### src/rtl/aptq_pkg.sv
package aptq_pkg;

    // Queue geometry
    localparam int QUEUE_DEPTH = 16;
    localparam int NUM_QUEUES  = 4;
    localparam int TAG_W       = 16;
    localparam int CNT_W       = $clog2(QUEUE_DEPTH + 1);
    localparam int QIDX_W      = 2;
    localparam int TOTAL_W     = CNT_W + QIDX_W;
    localparam int OUT_TOTAL_W = 7;
    localparam int KIND_W      = 2;

    // Input word kinds
    localparam logic [KIND_W-1:0] KIND_SUBMIT  = 2'd0;
    localparam logic [KIND_W-1:0] KIND_REQUEST = 2'd1;
    localparam logic [KIND_W-1:0] KIND_CLEAR   = 2'd2;

    // Queue numbering, in scan order
    localparam logic [QIDX_W-1:0] Q_MAIN_HIGH = 2'd0;
    localparam logic [QIDX_W-1:0] Q_MAIN_LOW  = 2'd1;
    localparam logic [QIDX_W-1:0] Q_GEN_HIGH  = 2'd2;
    localparam logic [QIDX_W-1:0] Q_GEN_LOW   = 2'd3;

    // Per-queue control from the top level
    typedef struct packed {
        logic             push;
        logic             pop;
        logic             clear;
        logic [TAG_W-1:0] tag;
    } t_fifo_ctrl;

    // Per-cell control inside a queue
    typedef struct packed {
        logic             shift;
        logic             load;
        logic [TAG_W-1:0] tag;
    } t_cell_ctrl;

endpackage

### src/rtl/aptq_cell.sv
module aptq_cell (
    input  logic                      i_clk,
    input  aptq_pkg::t_cell_ctrl      i_ctrl,
    input  logic [aptq_pkg::TAG_W-1:0] i_next_tag,
    output logic [aptq_pkg::TAG_W-1:0] o_tag
);
    import aptq_pkg::*;

    logic [TAG_W-1:0] r_tag;

    // Pop moves every entry one cell towards the head; push fills the free cell
    always_ff @(posedge i_clk) begin
        if (i_ctrl.shift) begin
            r_tag <= i_next_tag;
        end else if (i_ctrl.load) begin
            r_tag <= i_ctrl.tag;
        end
    end

    assign o_tag = r_tag;

endmodule

### src/rtl/aptq_fifo.sv
module aptq_fifo (
    input  logic                       i_clk,
    input  logic                       i_rst_n,
    input  aptq_pkg::t_fifo_ctrl       i_ctrl,
    output logic [aptq_pkg::TAG_W-1:0] o_head,
    output logic [aptq_pkg::CNT_W-1:0] o_count
);
    import aptq_pkg::*;

    logic [CNT_W-1:0] r_count;
    logic [CNT_W-1:0] n_count;
    logic [TAG_W-1:0] w_tag [QUEUE_DEPTH];

    // Fill count; clear wins, push and pop never come together
    always_comb begin
        n_count = r_count;
        if (i_ctrl.clear) begin
            n_count = '0;
        end else if (i_ctrl.push) begin
            n_count = r_count + CNT_W'(1);
        end else if (i_ctrl.pop) begin
            n_count = r_count - CNT_W'(1);
        end
    end

    always_ff @(posedge i_clk) begin
        if (!i_rst_n) begin
            r_count <= '0;
        end else begin
            r_count <= n_count;
        end
    end

    // Chain of cells, cell 0 holds the head
    for (genvar k = 0; k < QUEUE_DEPTH; k++) begin : g_cell
        t_cell_ctrl       w_ctrl;
        logic [TAG_W-1:0] w_next;

        assign w_ctrl.shift = i_ctrl.pop;
        assign w_ctrl.load  = i_ctrl.push && (r_count == CNT_W'(k));
        assign w_ctrl.tag   = i_ctrl.tag;

        if (k == QUEUE_DEPTH - 1) begin : g_last
            assign w_next = '0;
        end else begin : g_mid
            assign w_next = w_tag[k+1];
        end

        aptq_cell u_cell (
            .i_clk      (i_clk),
            .i_ctrl     (w_ctrl),
            .i_next_tag (w_next),
            .o_tag      (w_tag[k])
        );
    end

    assign o_head  = w_tag[0];
    assign o_count = r_count;

endmodule

### src/rtl/affinity_priority_task_queue.sv
// Four task queues (main-high, main-low, general-high, general-low) with
// affinity routing and priority pop.
// Input channel (i_in_valid / o_in_ready): one word per item; i_kind picks
// submit, worker request or clear. Every word gives exactly one result word.
// Output channel (o_out_valid / i_out_ready): the result sits in an output
// register and appears the cycle after the input word is taken.
// Throughput is one word per cycle: a push, a pop or a clear completes in the
// cycle the word is taken, and each queue is a chain of cells whose head is
// always cell 0, so no read port limits the rate.
// When the receiver stalls, the input side keeps taking words only once the
// output register has been taken or is taken in the same cycle.
// Config channel (i_cfg_valid / o_cfg_ready): always ready; writes the
// enable bit. While disabled, worker requests come back halted; submits are
// still stored.
// Reset empties every queue, zeroes the total and clears the enable bit;
// stored tags themselves are not cleared and need no clearing pass.
module affinity_priority_task_queue (
    input  logic                             i_clk,
    input  logic                             i_rst_n,
    // configuration
    input  logic                             i_cfg_valid,
    output logic                             o_cfg_ready,
    input  logic                             i_cfg_system_enabled,
    // input words
    input  logic                             i_in_valid,
    output logic                             o_in_ready,
    input  logic [aptq_pkg::KIND_W-1:0]      i_kind,
    input  logic [aptq_pkg::TAG_W-1:0]       i_task_id,
    input  logic                             i_needs_main,
    input  logic                             i_needs_gpu,
    input  logic                             i_urgent,
    input  logic                             i_worker_is_main,
    // result words
    output logic                             o_out_valid,
    input  logic                             i_out_ready,
    output logic                             o_granted,
    output logic [aptq_pkg::TAG_W-1:0]       o_task_out,
    output logic [aptq_pkg::QIDX_W-1:0]      o_queue_index,
    output logic                             o_accepted,
    output logic [aptq_pkg::OUT_TOTAL_W-1:0] o_queued_total,
    output logic                             o_halted
);
    import aptq_pkg::*;

    logic               r_enabled;
    logic [TOTAL_W-1:0] r_total;
    logic [TOTAL_W-1:0] n_total;
    logic               r_out_valid;

    logic                   r_granted,  n_granted;
    logic [TAG_W-1:0]       r_task_out, n_task_out;
    logic [QIDX_W-1:0]      r_qidx,     n_qidx;
    logic                   r_accepted, n_accepted;
    logic                   r_halted,   n_halted;
    logic [OUT_TOTAL_W-1:0] r_queued;

    logic                   w_fire;
    logic [QIDX_W-1:0]      w_sub_q;
    logic [QIDX_W-1:0]      w_pick;
    logic                   w_any;
    logic [NUM_QUEUES-1:0]  w_nonempty;
    t_fifo_ctrl             w_ctrl  [NUM_QUEUES];
    logic [TAG_W-1:0]       w_head  [NUM_QUEUES];
    logic [CNT_W-1:0]       w_count [NUM_QUEUES];

    assign o_cfg_ready = 1'b1;
    assign o_in_ready  = !r_out_valid || i_out_ready;
    assign w_fire      = i_in_valid && o_in_ready;

    // The four queues
    for (genvar q = 0; q < NUM_QUEUES; q++) begin : g_queue
        aptq_fifo u_fifo (
            .i_clk   (i_clk),
            .i_rst_n (i_rst_n),
            .i_ctrl  (w_ctrl[q]),
            .o_head  (w_head[q]),
            .o_count (w_count[q])
        );
        assign w_nonempty[q] = (w_count[q] != '0);
    end

    // Submit routing: main queues for main or GPU work, low bit for low priority
    assign w_sub_q = {!(i_needs_main || i_needs_gpu), !i_urgent};

    // Request scan in priority order; general workers skip the main queues
    always_comb begin
        w_any  = 1'b1;
        w_pick = Q_GEN_LOW;
        if (i_worker_is_main && w_nonempty[Q_MAIN_HIGH]) begin
            w_pick = Q_MAIN_HIGH;
        end else if (i_worker_is_main && w_nonempty[Q_MAIN_LOW]) begin
            w_pick = Q_MAIN_LOW;
        end else if (w_nonempty[Q_GEN_HIGH]) begin
            w_pick = Q_GEN_HIGH;
        end else if (!w_nonempty[Q_GEN_LOW]) begin
            w_any = 1'b0;
        end
    end

    // Item decode: queue controls and the next result word
    always_comb begin
        for (int q = 0; q < NUM_QUEUES; q++) begin
            w_ctrl[q].push  = 1'b0;
            w_ctrl[q].pop   = 1'b0;
            w_ctrl[q].clear = 1'b0;
            w_ctrl[q].tag   = i_task_id;
        end
        n_granted  = 1'b0;
        n_task_out = '0;
        n_qidx     = Q_MAIN_HIGH;
        n_accepted = 1'b0;
        n_halted   = 1'b0;
        n_total    = r_total;
        if (w_fire) begin
            unique case (i_kind)
                KIND_SUBMIT: begin
                    n_qidx = w_sub_q;
                    if (w_count[w_sub_q] != CNT_W'(QUEUE_DEPTH)) begin
                        w_ctrl[w_sub_q].push = 1'b1;
                        n_accepted           = 1'b1;
                        n_total              = r_total + TOTAL_W'(1);
                    end
                end
                KIND_REQUEST: begin
                    if (!r_enabled) begin
                        n_halted = 1'b1;
                    end else if (w_any) begin
                        w_ctrl[w_pick].pop = 1'b1;
                        n_granted          = 1'b1;
                        n_task_out         = w_head[w_pick];
                        n_qidx             = w_pick;
                        n_total            = r_total - TOTAL_W'(1);
                    end
                end
                KIND_CLEAR: begin
                    for (int q = 0; q < NUM_QUEUES; q++) begin
                        w_ctrl[q].clear = 1'b1;
                    end
                    n_total = '0;
                end
                default: begin
                end
            endcase
        end
    end

    // Control state
    always_ff @(posedge i_clk) begin
        if (!i_rst_n) begin
            r_enabled   <= 1'b0;
            r_total     <= '0;
            r_out_valid <= 1'b0;
        end else begin
            if (i_cfg_valid && o_cfg_ready) begin
                r_enabled <= i_cfg_system_enabled;
            end
            r_total <= n_total;
            if (w_fire) begin
                r_out_valid <= 1'b1;
            end else if (i_out_ready) begin
                r_out_valid <= 1'b0;
            end
        end
    end

    // Result register
    always_ff @(posedge i_clk) begin
        if (w_fire) begin
            r_granted  <= n_granted;
            r_task_out <= n_task_out;
            r_qidx     <= n_qidx;
            r_accepted <= n_accepted;
            r_halted   <= n_halted;
            r_queued   <= n_total[OUT_TOTAL_W-1:0];
        end
    end

    assign o_out_valid    = r_out_valid;
    assign o_granted      = r_granted;
    assign o_task_out     = r_task_out;
    assign o_queue_index  = r_qidx;
    assign o_accepted     = r_accepted;
    assign o_queued_total = r_queued;
    assign o_halted       = r_halted;

`ifndef SYNTHESIS
    a_total_matches: assert property (@(posedge i_clk) disable iff (!i_rst_n)
        r_total == TOTAL_W'(w_count[0]) + TOTAL_W'(w_count[1])
                 + TOTAL_W'(w_count[2]) + TOTAL_W'(w_count[3]))
        else $error("running total disagrees with queue counts");

    a_count_bound: assert property (@(posedge i_clk) disable iff (!i_rst_n)
        w_count[0] <= CNT_W'(QUEUE_DEPTH) && w_count[1] <= CNT_W'(QUEUE_DEPTH)
        && w_count[2] <= CNT_W'(QUEUE_DEPTH) && w_count[3] <= CNT_W'(QUEUE_DEPTH))
        else $error("queue count above depth");

    a_grant_excl: assert property (@(posedge i_clk) disable iff (!i_rst_n)
        o_out_valid |-> !(o_granted && (o_halted || o_accepted)))
        else $error("grant reported together with halt or accept");

    a_pop_nonempty: assert property (@(posedge i_clk) disable iff (!i_rst_n)
        w_fire && i_kind == KIND_REQUEST && r_enabled && w_any |-> w_nonempty[w_pick])
        else $error("pop from an empty queue");
`endif

endmodule
### config.mk
export PLATFORM = sky130hd
export DESIGN_NAME = affinity_priority_task_queue
export DESIGN_NICKNAME = d
export VERILOG_FILES = /design/src/rtl/aptq_pkg.sv /design/src/rtl/aptq_cell.sv /design/src/rtl/aptq_fifo.sv /design/src/rtl/affinity_priority_task_queue.sv
export SDC_FILE = /design/constraint.sdc
export NUM_CORES = 1
export LEC_CHECK = 0
export BUFFER_PORTS_ARGS = -buffer_cell sky130_fd_sc_hd__buf_2
export CAP_MARGIN = 30
export CORE_MARGIN = 2
export CORE_UTILIZATION = 55
export CTS_CLUSTER_SIZE = 30
export DETAILED_ROUTE_END_ITERATION = 6
export MAX_ROUTING_LAYER = met4
export PLACE_DENSITY = 0.74
export REMOVE_ABC_BUFFERS = 1
export SLEW_MARGIN = 20
export SYNTH_ARGS = -nofsm -noshare
export SYNTH_HDL_FRONTEND = slang
export SYNTH_SLANG_ARGS = --single-unit
### constraint.sdc
create_clock -name i_clk -period 3.2 [get_ports i_clk]
set_input_delay 0.16 -clock i_clk [delete_from_list [all_inputs] [get_ports i_clk]]
set_output_delay 0.16 -clock i_clk [all_outputs]
set_load 0.02 [all_outputs]
==> run summary, run 1 <==
The via-per-instance ratio was 5.64. The first global-routing pass estimated 145000 um of wire. The flow ran to the end, and the final reports show no timing, DRC or antenna violations. The critical path in this run is classified as flip-flop to flip-flop.

The proportion of synthesized area in mux cells was 0.905%; the synthesized-area fraction occupied by ao, oa, aoi and oai cells was 10.7%. Most used flip-flop cell after synthesis: sky130_fd_sc_hd__edfxtp_1. The tool flagged a number of max-cap violations equal to 0. The logs give 0 ps for the final-layout setup total negative slack and 44300 sq um for the post-synthesis instance area. The die is 288 um wide. The worst relative slew slack was 43.1%; the minimum setup slack among reg-to-reg paths was 220 ps. In this run, synthesis inferred 988 flip-flops with an integrated enable.

For the final database, setup skew stands at 25.1 ps. The logs give 25485 for the via count of the first global-routing pass and 670 ps for the insertion delay of the later-clocked pin in the worst-skew pair. Power spread over the standard cell area amounts to 575 nW/um^2. The run gives 2600 as the count of routing violations after the opening detailed-route iteration. Sorting the synthesized cells by how often they occur yields sky130_fd_sc_hd__nand2_1, sky130_fd_sc_hd__edfxtp_1, sky130_fd_sc_hd__a21o_1. TritonCTS built the clock tree. The fraction of registers with async set or reset after synthesis is 0%.

The tools report the cell-internal power as 0.0226 W. The worst flop-to-flop path startpoint was g_queue[0].u_fifo.o_count[0]$_SDFFE_PP0P_. Wires add up to 91400 um.

In this run the tool buffered the top-level ports with 57 buffer cells. Number of ports placed on the die boundary: 59. At the end of routability-driven placement, the weighted congestion stood at 0.894. The number of cell rows came out at 104.

The mean area per synthesized cell works out to 12.7 sq um. Per report_power, the combinational group accounts for 3.7% of the total. The highest fanout seen on the critical path is 13.

The sequential area share after synthesis is 71.2%. After synthesis, the largest family of logic cells by area is simple AND/OR/NAND/NOR gates. The synthesized netlist devotes 0.237% of its cell area to XOR and XNOR gates. The synthesized design devotes to its leading area cell type 67.0% of total area. The path class of the tightest hold or removal check is primary input to flip-flop. The type of destination of the critical path is a flip-flop. The clock passes through at most 3 buffers.

During synthesis, Yosys emitted a total of 0 warnings. In this run the remaining antenna-violating nets after routing total 0. Entering global routing, the biggest net connects 115 pins.

The static power due to leakage is 19.8 nW, and the max-slew violation total from the final report is 0. In the post-synthesis netlist, the cell with the most instances is sky130_fd_sc_hd__nand2_1. In this run switching power makes up 20.6% of total power. The TritonCTS sink count was 1081; the share of synthesized cell area in and, or, nand and nor gates was 13.2%. The endpoint identified for the worst register-to-register timing path is o_queued_total[4]$_DFFE_PP_. The routed layout has 26532 vias. After synthesis, the cell types taking the most area are sky130_fd_sc_hd__edfxtp_1, sky130_fd_sc_hd__nand2_1, sky130_fd_sc_hd__a21o_1.

The worst hold path passes through 4 cells. Area inside the core boundary: 80200 sq um. Slew at the pin closest to its max-slew limit: 854 ps. Post-synthesis share of cell area spent on full adders, half adders and majority gates: 0.735%. The fraction of final layout cells sized beyond drive strength 1 works out to 11.0%. Timing would allow up to 336 MHz. In this run the vertical extent of the chip is 288 um. The required time reported for the critical path endpoint is 3590 ps.

For hold timing, the worst endpoint is g_queue[0].u_fifo.g_cell[15].u_cell.o_tag[13]$_SDFFE_PP0P_. Post-CTS timing repair inserted 0 buffers for setup. Start point of the worst min-delay path: i_task_id[13].

The worst-case vdd ir drop came out at 0.450 mV. After the flow finishes, the layout carries non-filler instances totaling 4706. The tree is rooted in a sky130_fd_sc_hd__clkbuf_16.

The run gives 58200 um as the placed wire-length estimate. STA classifies the critical path startpoint as a flip-flop. Initial core utilization: 55.2%. Counting flops and latches in the post-synthesis netlist gives 1081.

The area growth from synthesis to layout is 11.7%. The length of the first detailed-routing pass in iterations is 6. After clock tree synthesis, the clock-pin slew on the worst setup and hold paths is 60 ps. The worst path in the final design needs a cycle of 2980 ps, including I/O delays and setup. The biggest cell delay along the critical path came out at 430 ps.

The part of the total power dissipated in sequential elements is 54.4%, and the number of distinct standard cells referenced by the synthesized netlist is 70. The number of clock buffers added by TritonCTS is 106. At the worst endpoint, the arrival time is 3370 ps. Walking the worst path, the cells encountered are inv_1 > ha_1 > nor4b_2 > a21oi_1 > buf_4 > o211ai_1 > o311ai_1 > o31ai_1 > or3_1. The clock network accounts for 41.9% of the total power. The most area-hungry cell type in the Yosys netlist is sky130_fd_sc_hd__edfxtp_1.

Dividing the detail-routed wire length by the instance count gives 19.4 um. After filler insertion, the fill cell instance count of the layout stands at 6052. The H-tree was split into 3 levels. The slowest stage of the critical path is the sky130_fd_sc_hd__dfxtp_1 cell. The area enclosed by the die boundary is 82700 sq um.

For the number of endpoints with negative hold slack in the final report, the log shows 0. The number of standard cells after synthesis was 3478. The worst-case reg-to-reg path depth came out at 9.

Summed over all nets, the switching power comes to 0.00586 W. The number of antenna violations at the first check in global routing is 5. The net count of the finished layout is 3610. Of the available clock period, the critical path in the final layout requires 93.1%. After global routing the overflow that remains totals 0.

In the routed design, unresolved DRC markers number 0. The total placed cells including tap cells came out at 4484. Setup violations remaining at the end of the flow were counted as 0. Global routing consumed, over all layers together, 23.2% of the routing resources.
-- cell families (layout without fill, tap and decap cells) --
group,after synthesis,count (layout)
AND/OR/NAND/NOR,1405,1405
flip-flops,1081,1081
AO/OA/AOI/OAI,661,661
buffers and inverters,272,436
adder cells (fa/ha/maj),26,26
multiplexers,20,20
XOR/XNOR,12,12
other,1,5
-- stage by stage --
stage	hold slack (ps)	util [%]	worst slack [ps]	instance area, sq um	power, W
floorplan	264	-	-16530	43000	0.0164
global placement	412	57.2	292	45900	0.0167
detailed placement	409	57.2	202	45900	0.0168
CTS	6.73	61.6	152	49400	0.0286
global route	26.1	61.7	-28.4	49400	0.0293
finish	35.4	61.7	220	49500	0.0284
-- worst max-delay path, delay by kind of cell, from the launching register on --
kind / cells / cell delay, ps
compound gates: 4 / 990
fa+ha+maj: 1 / 270
buf+inv: 2 / 400
flops: 1 / 430
simple gates: 2 / 600
-- how the worst max path moves through the flow --
stage / from / end / slack, ps
3_3_place_gp: g_queue[1].u_fifo.o_count[0]$_SDFFE_PP0P_ / g_queue[2].u_fifo.g_cell[3].u_cell.o_tag[10]$_DFFE_PP_ / 290
3_5_place_dp: g_queue[0].u_fifo.o_count[0]$_SDFFE_PP0P_ / g_queue[2].u_fifo.g_cell[6].u_cell.o_tag[7]$_DFFE_PP_ / 200
6_report: g_queue[0].u_fifo.o_count[0]$_SDFFE_PP0P_ / o_queued_total[4]$_DFFE_PP_ / 220
5_1_grt: g_queue[2].u_fifo.o_count[3]$_SDFFE_PP0P_ / g_queue[3].u_fifo.g_cell[12].u_cell.o_tag[6]$_DFFE_PP_ / -30
4_1_cts: g_queue[0].u_fifo.o_count[0]$_SDFFE_PP0P_ / g_queue[2].u_fifo.g_cell[0].u_cell.o_tag[7]$_DFFE_PP_ / 150
2_1_floorplan: g_queue[1].u_fifo.o_count[0]$_SDFFE_PP0P_ / g_queue[2].u_fifo.g_cell[0].u_cell.o_tag[0]$_DFFE_PP_ / -16530
-- cell usage in the layout (no fill, tap or decap), types with 11 or more instances in the layout --
master / synthesis / final
sky130_fd_sc_hd__a21o_1: 507 / 506
sky130_fd_sc_hd__a21oi_1: 89 / 89
sky130_fd_sc_hd__and2_1: 34 / 34
sky130_fd_sc_hd__and3_1: 11 / 11
sky130_fd_sc_hd__buf_12: 0 / 12
sky130_fd_sc_hd__buf_2: 134 / 57
sky130_fd_sc_hd__buf_4: 23 / 129
sky130_fd_sc_hd__clkbuf_1: 83 / 25
sky130_fd_sc_hd__clkbuf_16: 0 / 107
sky130_fd_sc_hd__clkinv_1: 0 / 31
sky130_fd_sc_hd__clkinv_2: 0 / 14
sky130_fd_sc_hd__dfxtp_1: 93 / 93
sky130_fd_sc_hd__dlygate4sd3_1: 0 / 21
sky130_fd_sc_hd__edfxtp_1: 988 / 988
sky130_fd_sc_hd__ha_1: 26 / 26
sky130_fd_sc_hd__inv_1: 21 / 21
sky130_fd_sc_hd__mux4_2: 16 / 16
sky130_fd_sc_hd__nand2_1: 1168 / 1168
sky130_fd_sc_hd__nand3_1: 52 / 52
sky130_fd_sc_hd__nor2_1: 38 / 36
sky130_fd_sc_hd__nor3_1: 18 / 16
sky130_fd_sc_hd__or3_1: 12 / 12
-- registers in the layout, indices dropped and copies added, names as in the netlist --
| name | cells |
|---|---|
| g_queue.u_fifo.g_cell.u_cell.o_tag | 1024 |
| g_queue.u_fifo.o_count | 20 |
| o_accepted | 1 |
| o_granted | 1 |
| o_halted | 1 |
| o_out_valid | 1 |
| o_queue_index | 2 |
| o_queued_total | 7 |
| o_task_out | 16 |
| r_enabled | 1 |
| r_total | 7 |
-- area by class of cell --
| class | count | area, sq um | share of cell area [%] |
|---|---|---|---|
| Sequential cell | 1081 | 31500 | 63.8 |
| Multi-Input combinational cell | 2125 | 11500 | 23.2 |
| Clock buffer | 134 | 2800 | 5.66 |
| Timing Repair Buffer | 220 | 1720 | 3.47 |
| Tap cell | 1060 | 1330 | 2.68 |
| Clock inverter | 60 | 503 | 1.02 |
| Inverter | 22 | 82.6 | 0.167 |
| Antenna cell | 4 | 10.0 | 0.0202 |
-- what timing repair did --
action / in CTS / in global routing
resized for setup: 0 / 2
hold buffers: 21 / 0
endpoints found under the hold margin: 44 / 0
endpoints found under the setup margin: 0 / 25
-- layer usage --
metal / share of wire (%) / vias up / track usage, %
met5: 0 / - / -
met4: 3.5 / 0 / 8.28
met3: 7.5 / 183 / 3.49
met2: 46 / 862 / 34.9
met1: 43 / 13073 / 32.3
li1: - / 12414 / -
-- power by group through the flow --
stage	clock, W	sequential (W)	combinational [W]
after floorplan	0	0.0158	0.000641
after global placement	0	0.0158	0.000968
after detailed placement	0	0.0158	0.00102
after CTS	0.0121	0.0155	0.00105
after global routing	0.0127	0.0155	0.00116
final	0.0119	0.0155	0.00105
(Power assumes the default switching activity.)
==> run 2, diff against run 1 <==
--- a/config.mk
+++ b/config.mk
@@ -11,6 +11,7 @@
 export CORE_UTILIZATION = 55
 export CTS_CLUSTER_SIZE = 30
 export DETAILED_ROUTE_END_ITERATION = 6
+export HOLD_SLACK_MARGIN = 0.12
 export MAX_ROUTING_LAYER = met4
 export PLACE_DENSITY = 0.74
 export REMOVE_ABC_BUFFERS = 1
==> run summary, run 2 (same netlist as run 1, synthesis figures left out) <==
The tools report the number of violations of the max-capacitance limit as 0. Port buffering added 57 buffers. The worst path uses 92.8% of the clock period. The clock transition at the registers of the reported paths was 60 ps; the routed length per placed instance was 19.4 um.

The HPWL after detailed placement is 58200 um. The total via count in the routed design is 26461, and the final-layout setup total negative slack is 0 ps. Net switching is 20.6% of the power. The highest routed metal layer was met4. The run finished with clean final reports. The count of routing violations after the opening detailed-route iteration was 2620; the insertion delay of the later-clocked pin in the worst-skew pair was 670 ps. Clock skew on the completed layout was measured at 28.2 ps. In this run the worst path has a maximum fanout of 15.

Once layout is complete, the cells apart from fillers number 4712. Entering global routing, the biggest net connects 115 pins. STA puts the critical path data arrival time at 3490 ps.

In the routed design, unresolved DRC markers number 0. At the pin with the least slew margin, the transition time is 815 ps. Dividing total power by cell area gives a power density of 574 nW/um^2. In the layout the commonest cells are sky130_fd_sc_hd__nand2_1, sky130_fd_sc_hd__edfxtp_1, sky130_fd_sc_hd__a21o_1. The worst pin sits at a relative slew slack of 45.7%. Wires add up to 91600 um. The detail route stage leaves a number of antenna-violating nets equal to 0. The run gives 41.9% as the fraction of power consumed by the clock network. For the number of antenna violations at the first check in global routing, the log shows 5. The filler cells instantiated in the layout total 6037. Dividing the detail-routed via count by the number of cells gives 5.62. The launching element type of the critical path is a flip-flop. Buffers inserted during clock tree synthesis total 106. The TritonCTS sink count is 1081, and the required time reported for the critical path endpoint is 3720 ps. The first-pass GRT wire length is 145000 um, and the height of the die is 288 um. The number of flip-flops under the largest register name was 1024; the number of setup buffers added after CTS was 0.

The total overflow reported by the global router was 0. Most common library cell in the layout ignoring fill and taps: sky130_fd_sc_hd__nand2_1. The post-route netlist has 11.0% of its cells at a drive strength greater than 1. Total length of routed met3 wires: 6940 um. During I/O placement, the number of pins put on the boundary was 59. The run gives 3 as the H-tree depth.

Worst-case vdd ir drop: 0.449 mV. The run gives 0.00586 W as the net switching power of the design. The worst setup path is captured at a flip-flop. The number of endpoints with negative hold slack in the final report is 0, and the static power due to leakage is 19.8 nW.

At the end of the flow, the number of nets in the layout was 3617. The setup path with the least slack is of type flip-flop to flip-flop. The tools report the via count of the first global-routing pass as 25546. The detailed router put a total of 39300 um of wire on met1. The root buffer cell is sky130_fd_sc_hd__clkbuf_16.

The combinational share of power is 3.7%. Worst min-delay path category: primary input to flip-flop. For this run, the top clock speed supported by timing is 337 MHz. In this run the horizontal extent of the chip is 288 um.

The logs give 23.2% for the overall fraction of global-route tracks in use and 0.0226 W for the cell-internal power. The final count of negative-setup-slack endpoints was 0. Counting tap cells, the placed design contains a total of 4484 instances. The area enclosed by the die boundary is 82700 sq um, and the maximum clock insertion buffer count is 3. TritonCTS built the clock tree. The max-slew violation total from the final report was 0. The region available for standard cell placement spans 80200 sq um. The clock period minus final worst setup slack came out at 2970 ps. The initial core utilization is 55.2%.

At the end of routability-driven placement, the weighted congestion stood at 0.894. Row generation in the floorplan step produced 104 rows. Total met2 wirelength after detailed routing: 42000 um. Compared with the post-synthesis result, the final layout area differs by 11.9%.

Of the total power, registers draw 54.4%. The length of the first detailed-routing pass in iterations came out at 6.
run 2: changes by cell type in the layout (fill, tap and decap cells not counted), sizes merged:
cell	change
dlygate4sd3	+7
diode	-1
run 2: what timing repair did:
| action | in CTS | in global routing |
|---|---|---|
| endpoints found under the setup margin | 0 | 25 |
| hold buffers | 28 | 0 |
| hold endpoints to repair | 95 | 0 |
| gates resized for setup | 0 | 2 |
run 2: path summary, 6_finish.rpt:
| path | to | start | slack (ps) | cells after the start |
|---|---|---|---|---|
| setup / recovery | g_queue[0].u_fifo.g_cell[7].u_cell.o_tag[10]$_DFFE_PP_ | g_queue[0].u_fifo.o_count[1]$_SDFFE_PP0P_ | 230 | 8 |
| setup reg to reg | g_queue[0].u_fifo.g_cell[7].u_cell.o_tag[10]$_DFFE_PP_ | g_queue[0].u_fifo.o_count[1]$_SDFFE_PP0P_ | 230 | 8 |
| hold / removal | g_queue[1].u_fifo.o_count[3]$_SDFFE_PP0P_ | i_worker_is_main | 190 | 5 |
| hold reg to reg | g_queue[3].u_fifo.g_cell[15].u_cell.o_tag[3]$_SDFFE_PP0P_ | g_queue[3].u_fifo.g_cell[15].u_cell.o_tag[3]$_SDFFE_PP0P_ | 450 | 2 |
run 2: worst max-delay path, stage by stage, from the launching register on:
cell,delay (ps)
sky130_fd_sc_hd__dfxtp_1,310
sky130_fd_sc_hd__inv_1,130
sky130_fd_sc_hd__ha_1,270
sky130_fd_sc_hd__or4b_4,530
sky130_fd_sc_hd__nand2_1,190
sky130_fd_sc_hd__or2_1,410
sky130_fd_sc_hd__buf_4,190
sky130_fd_sc_hd__and2_1,620
sky130_fd_sc_hd__a21o_1,150
run 2: final cells by class:
type | instances | area (sq um) | area share, %
sequential | 1081 | 31500 | 63.7
clock buffer | 134 | 2800 | 5.65
tap | 1060 | 1330 | 2.68
multi-input combinational | 2125 | 11500 | 23.2
clock inverter | 60 | 503 | 1.02
timing repair buffer | 227 | 1790 | 3.61
antenna | 3 | 7.51 | 0.0152
inverter | 22 | 82.6 | 0.167
run 2: metal layers:
metal,GRT usage [%],vias to the layer above
met4,8.37,0
met5,-,-
met3,3.53,192
met1,32.3,12982
met2,35.1,856
li1,-,12431
run 2: stage by stage:
| step | utilization [%] | power [W] | area (sq um) | setup slack, ps | hold slack (ps) |
|---|---|---|---|---|---|
| after floorplan | - | 0.0164 | 43000 | -16530 | 264 |
| after global placement | 57.2 | 0.0167 | 45900 | 292 | 412 |
| after detailed placement | 57.2 | 0.0168 | 45900 | 202 | 409 |
| after CTS | 61.7 | 0.0286 | 49500 | 152 | 151 |
| after global routing | 61.8 | 0.0293 | 49500 | -28.4 | 216 |
| final | 61.8 | 0.0284 | 49500 | 230 | 192 |
run 2: power groups by stage:
stage	registers (W)	clock network, W	logic (W)
2_1_floorplan	0.0158	0	0.000641
3_5_place_dp	0.0158	0	0.00102
4_1_cts	0.0155	0.0121	0.00105
5_1_grt	0.0155	0.0127	0.00117
3_3_place_gp	0.0158	0	0.000968
6_report	0.0155	0.0119	0.00106
==> run 3, diff against run 2 <==
--- a/config.mk
+++ b/config.mk
@@ -18,4 +18,5 @@
 export SLEW_MARGIN = 20
 export SYNTH_ARGS = -nofsm -noshare
 export SYNTH_HDL_FRONTEND = slang
+export SYNTH_HIERARCHICAL = 1
 export SYNTH_SLANG_ARGS = --single-unit
==> run summary, run 3 <==
The run finished with clean final reports. The Yosys step of the flow raised 6 warnings. On the final layout, the worst clock skew is 27.8 ps.

At the placement stage, the worst setup path has a slack of 34.4 ps. The post-route netlist has 46.7% of its cells at a drive strength greater than 1. The proportion of total power due to net switching is 19.9%.

The power density over the cells is 526 nW/um^2, and the routed length per placed instance is 21.7 um. The via-per-instance ratio came out at 5.48. The number of routed nets with antenna violations is 0. Placer congestion estimate: 0.903. Counting every instance in the synthesized netlist gives 2792.

Across all setup checks in the final design, the least slack found is 95.1 ps. Counting flops with an async set or reset pin after synthesis yields a share of 0%. Count of fill cells added during filler insertion: 6553. The commonest cells after synthesis are sky130_fd_sc_hd__edfxtp_1, sky130_fd_sc_hd__mux2_4, sky130_fd_sc_hd__mux2_2. The maximum number of pins on one net before global-route repair was 122. The synthesized design contains 1081 register bits. The final antenna diode count is 0. After the last flow step, the layout net total stands at 3095.

STA classifies the critical path endpoint as a flip-flop. In this run the count of I/O pins placed on the die edge is 59. The logs give 0 for the number of endpoints with negative hold slack in the final report and 0.453 mV for the worst-case vdd ir drop. For the first-pass GRT wire length, the log shows 146000 um. Setup violations remaining at the end of the flow were counted as 0.

Cell repeated most along the worst path: sky130_fd_sc_hd__buf_4. STA classifies the critical path startpoint as a flip-flop. Registers take 32200 sq um. Traced cell by cell, the critical path runs through nand2b_1 > nand2_1 > a21oi_1 > buf_4 > nand4_1 > nor2_1 > buf_4 > nor4b_1 > buf_4 > and2_1 > or2_1 > buf_12. For this run, design rule violations remaining after detail routing come to 0.

No sink is reached through more buffers than the 3 on the longest clock path. Sequential cells account for 51.8% of the total power. Measured against its own limit, the worst slew margin works out to 37.6%.

TritonCTS built the clock tree. In the post-synthesis netlist, the biggest area contributors are sky130_fd_sc_hd__edfxtp_1, sky130_fd_sc_hd__mux2_4, sky130_fd_sc_hd__mux2_2. Before antenna repair, the detailed router went through 5 iterations. Data on the critical path is required at its endpoint by 3580 ps. Of the post-synthesis cell area, the dominant cell type holds 61.4%. The synthesized design spends more area on one cell type than any other, namely sky130_fd_sc_hd__edfxtp_1.

In the final layout, the multi-input gates occupy 17300 sq um. Static power due to leakage: 20.2 nW. Setup repair after global routing left no endpoint under its margin. In this run, the number of DRC markers left after iteration 0 of detailed routing was 1805. After layout, the worst path uses 97.0% of the clock period.

The total via count in the routed design came out at 24040. The post-synthesis instance area was 51500 sq um; the clock period minus final worst setup slack was 3100 ps. Combinational cells account for 5.0% of the total power. Counting every sink on the clock net gives 1081.

At the later pin of the worst-skew pair, clock insertion delay measures 680 ps. The logs give 0.0241 W for the cell-internal power and 1 for the number of antenna violations at the first check in global routing. The logs give 24630 for the via count of the first global-routing pass and 66 for the number of distinct standard cells referenced by the synthesized netlist. The slew at the pin closest to its max-slew limit came out at 913 ps. For this run, the leading register cell type out of synthesis is sky130_fd_sc_hd__edfxtp_1.

Area added between synthesis and finish: 11.1%. The total overflow left after global routing is 0. Among all cell types in the netlist, the one instantiated most often is sky130_fd_sc_hd__edfxtp_1.

Height of the die: 310 um. The design draws 0.0300 W. The die outline width works out to 310 um.

In this run the core area contains 112 standard-cell rows. Summing the sequential cell areas from Yosys gives 62.5% of the chip area. The overall fraction of global-route tracks in use came out at 20.5%. The tightest hold path in the finished design has a slack of 225 ps. Timing would allow up to 322 MHz. The tools report the arrival time reported for the critical path endpoint as 3480 ps. The register with the most flip-flops in the layout has 1024 of them. The critical path in this run is classified as flip-flop to flip-flop.

For the number of violations of the max-capacitance limit, the log shows 0. The mean area per synthesized cell works out to 18.4 sq um. The library cells used most frequently in the layout, excluding fill and tap cells, are sky130_fd_sc_hd__edfxtp_1, sky130_fd_sc_hd__mux2_4, sky130_fd_sc_hd__mux2_2.

The initial utilization of the core area, before any placement, comes to 55.3%. Area inside the core boundary: 93000 sq um. In this design, the stage delay of the slowest critical-path cell is 370 ps.

Max-slew violation total from the final report: 0. In this run, CTS created clock tree buffers numbering 109. CTS built an H-tree with a depth of 3.

Number of buffer and inverter instances along the worst setup path: 4. The dominant delay contributor by cell family on the critical path is simple AND/OR/NAND/NOR gates. The die covers 96000 sq um.

Summed over all layers, the routed wires come to 95100 um. Yosys mapped a number of flops with a built-in enable equal to 1052. Summed over all nets, the switching power comes to 0.00597 W. After clock tree synthesis, the clock-pin slew on the worst setup and hold paths is 60 ps.

The worst min-delay path category was primary input to flip-flop. The highest fanout seen on the critical path is 16. In this run the tool buffered the top-level ports with 57 buffer cells. The slowest stage of the critical path is the sky130_fd_sc_hd__a21oi_1 cell.

Placed wire-length estimate: 59900 um. The share of total power dissipated in the clock network is 43.1%. The root buffer cell is sky130_fd_sc_hd__clkbuf_16. The most common library cell in the layout ignoring fill and taps is sky130_fd_sc_hd__edfxtp_1.
[run 3: cell types whose count changed in the layout (fill, tap and decap cells not counted), sizes merged, moves of 41 or more]
cell	before	now
or2	6	66
edfxtp	988	1052
nand2	1179	44
dfxtp	93	29
nand3	52	11
a21o	507	2
conb	1	65
a21oi	89	31
mux2	0	1029
[run 3: what timing repair did]
action,in CTS,in global routing
endpoints found under the hold margin,35,0
endpoints found under the setup margin,0,648
resized for setup,0,10
buffers inserted,0,2
hold buffers,13,0
[run 3: cell families (layout without fill, tap and decap cells)]
| family | after synthesis | count (layout) | synth area share [%] |
|---|---|---|---|
| DFF | 1081 | 1081 | 62.5 |
| muxes | 1052 | 1052 | 27.2 |
| adders and majority gates | 26 | 26 | 0.632 |
| xor gates and xnor gates | 8 | 8 | 0.136 |
| buffers and inverters | 202 | 486 | 4.49 |
| and+or+nand+nor | 317 | 317 | 3.55 |
| AOI/OAI and AO/OA | 101 | 101 | 1.46 |
| other | 5 | 65 | 0.0365 |
[run 3: tightest hold or removal path: cells and delay by family]
family	cells	cell delay (ps)
buf+inv	2	380
compound gates	1	200
simple gates	1	100
[run 3: final timing paths]
path,endpoint,startpoint,slack [ps],cells after the start
worst max-delay path,g_queue[3].u_fifo/g_cell[0].u_cell/o_tag[6]$_DFFE_PP_,o_out_valid$_SDFFE_PN0P_,100,12
worst min-delay path,g_queue[1].u_fifo/o_count[4]$_SDFFE_PP0P_,i_urgent,220,4
worst max register to register,g_queue[3].u_fifo/g_cell[0].u_cell/o_tag[6]$_DFFE_PP_,o_out_valid$_SDFFE_PN0P_,100,12
worst min register to register,g_queue[3].u_fifo/g_cell[9].u_cell/o_tag[7]$_DFFE_PP_,g_queue[3].u_fifo/g_cell[10].u_cell/o_tag[7]$_DFFE_PP_,530,1
[run 3: cell type report]
cell class	count	area share (%)
clock buffer	134	5.14
timing repair buffer	247	4.10
inverter	33	0.221
tap	1254	2.75
multi-input combinational	1569	30.2
sequential	1081	56.3
clock inverter	72	1.32
[run 3: through the flow]
step / instances / util (%) / TNS, ps / area [sq um]
2_1_floorplan: 2683 / - / - / 49500
6_report: 4390 / 61.4 / 0 / 57200
5_1_grt: 4390 / 61.4 / 0 / 57200
3_5_place_dp: 4169 / 57.3 / 0 / 53300
3_3_place_gp: 4165 / 57.2 / -62730 / 53200
4_1_cts: 4388 / 61.4 / 0 / 57100
[run 3: power groups by stage]
stage	logic (W)	registers [W]	clock network, W
6_report	0.00151	0.0156	0.0130
5_1_grt	0.00161	0.0156	0.0138
4_1_cts	0.00151	0.0156	0.0132
3_5_place_dp	0.00149	0.0159	0
3_3_place_gp	0.00143	0.0159	0
2_1_floorplan	0.000910	0.0159	0
[run 3: metal layers]
metal / share of wire (%) / global-route usage [%]
met1: 47 / 29.2
met2: 45 / 30.4
met3: 6.1 / 3.88
met4: 2.1 / 5.53
met5: 0 / -
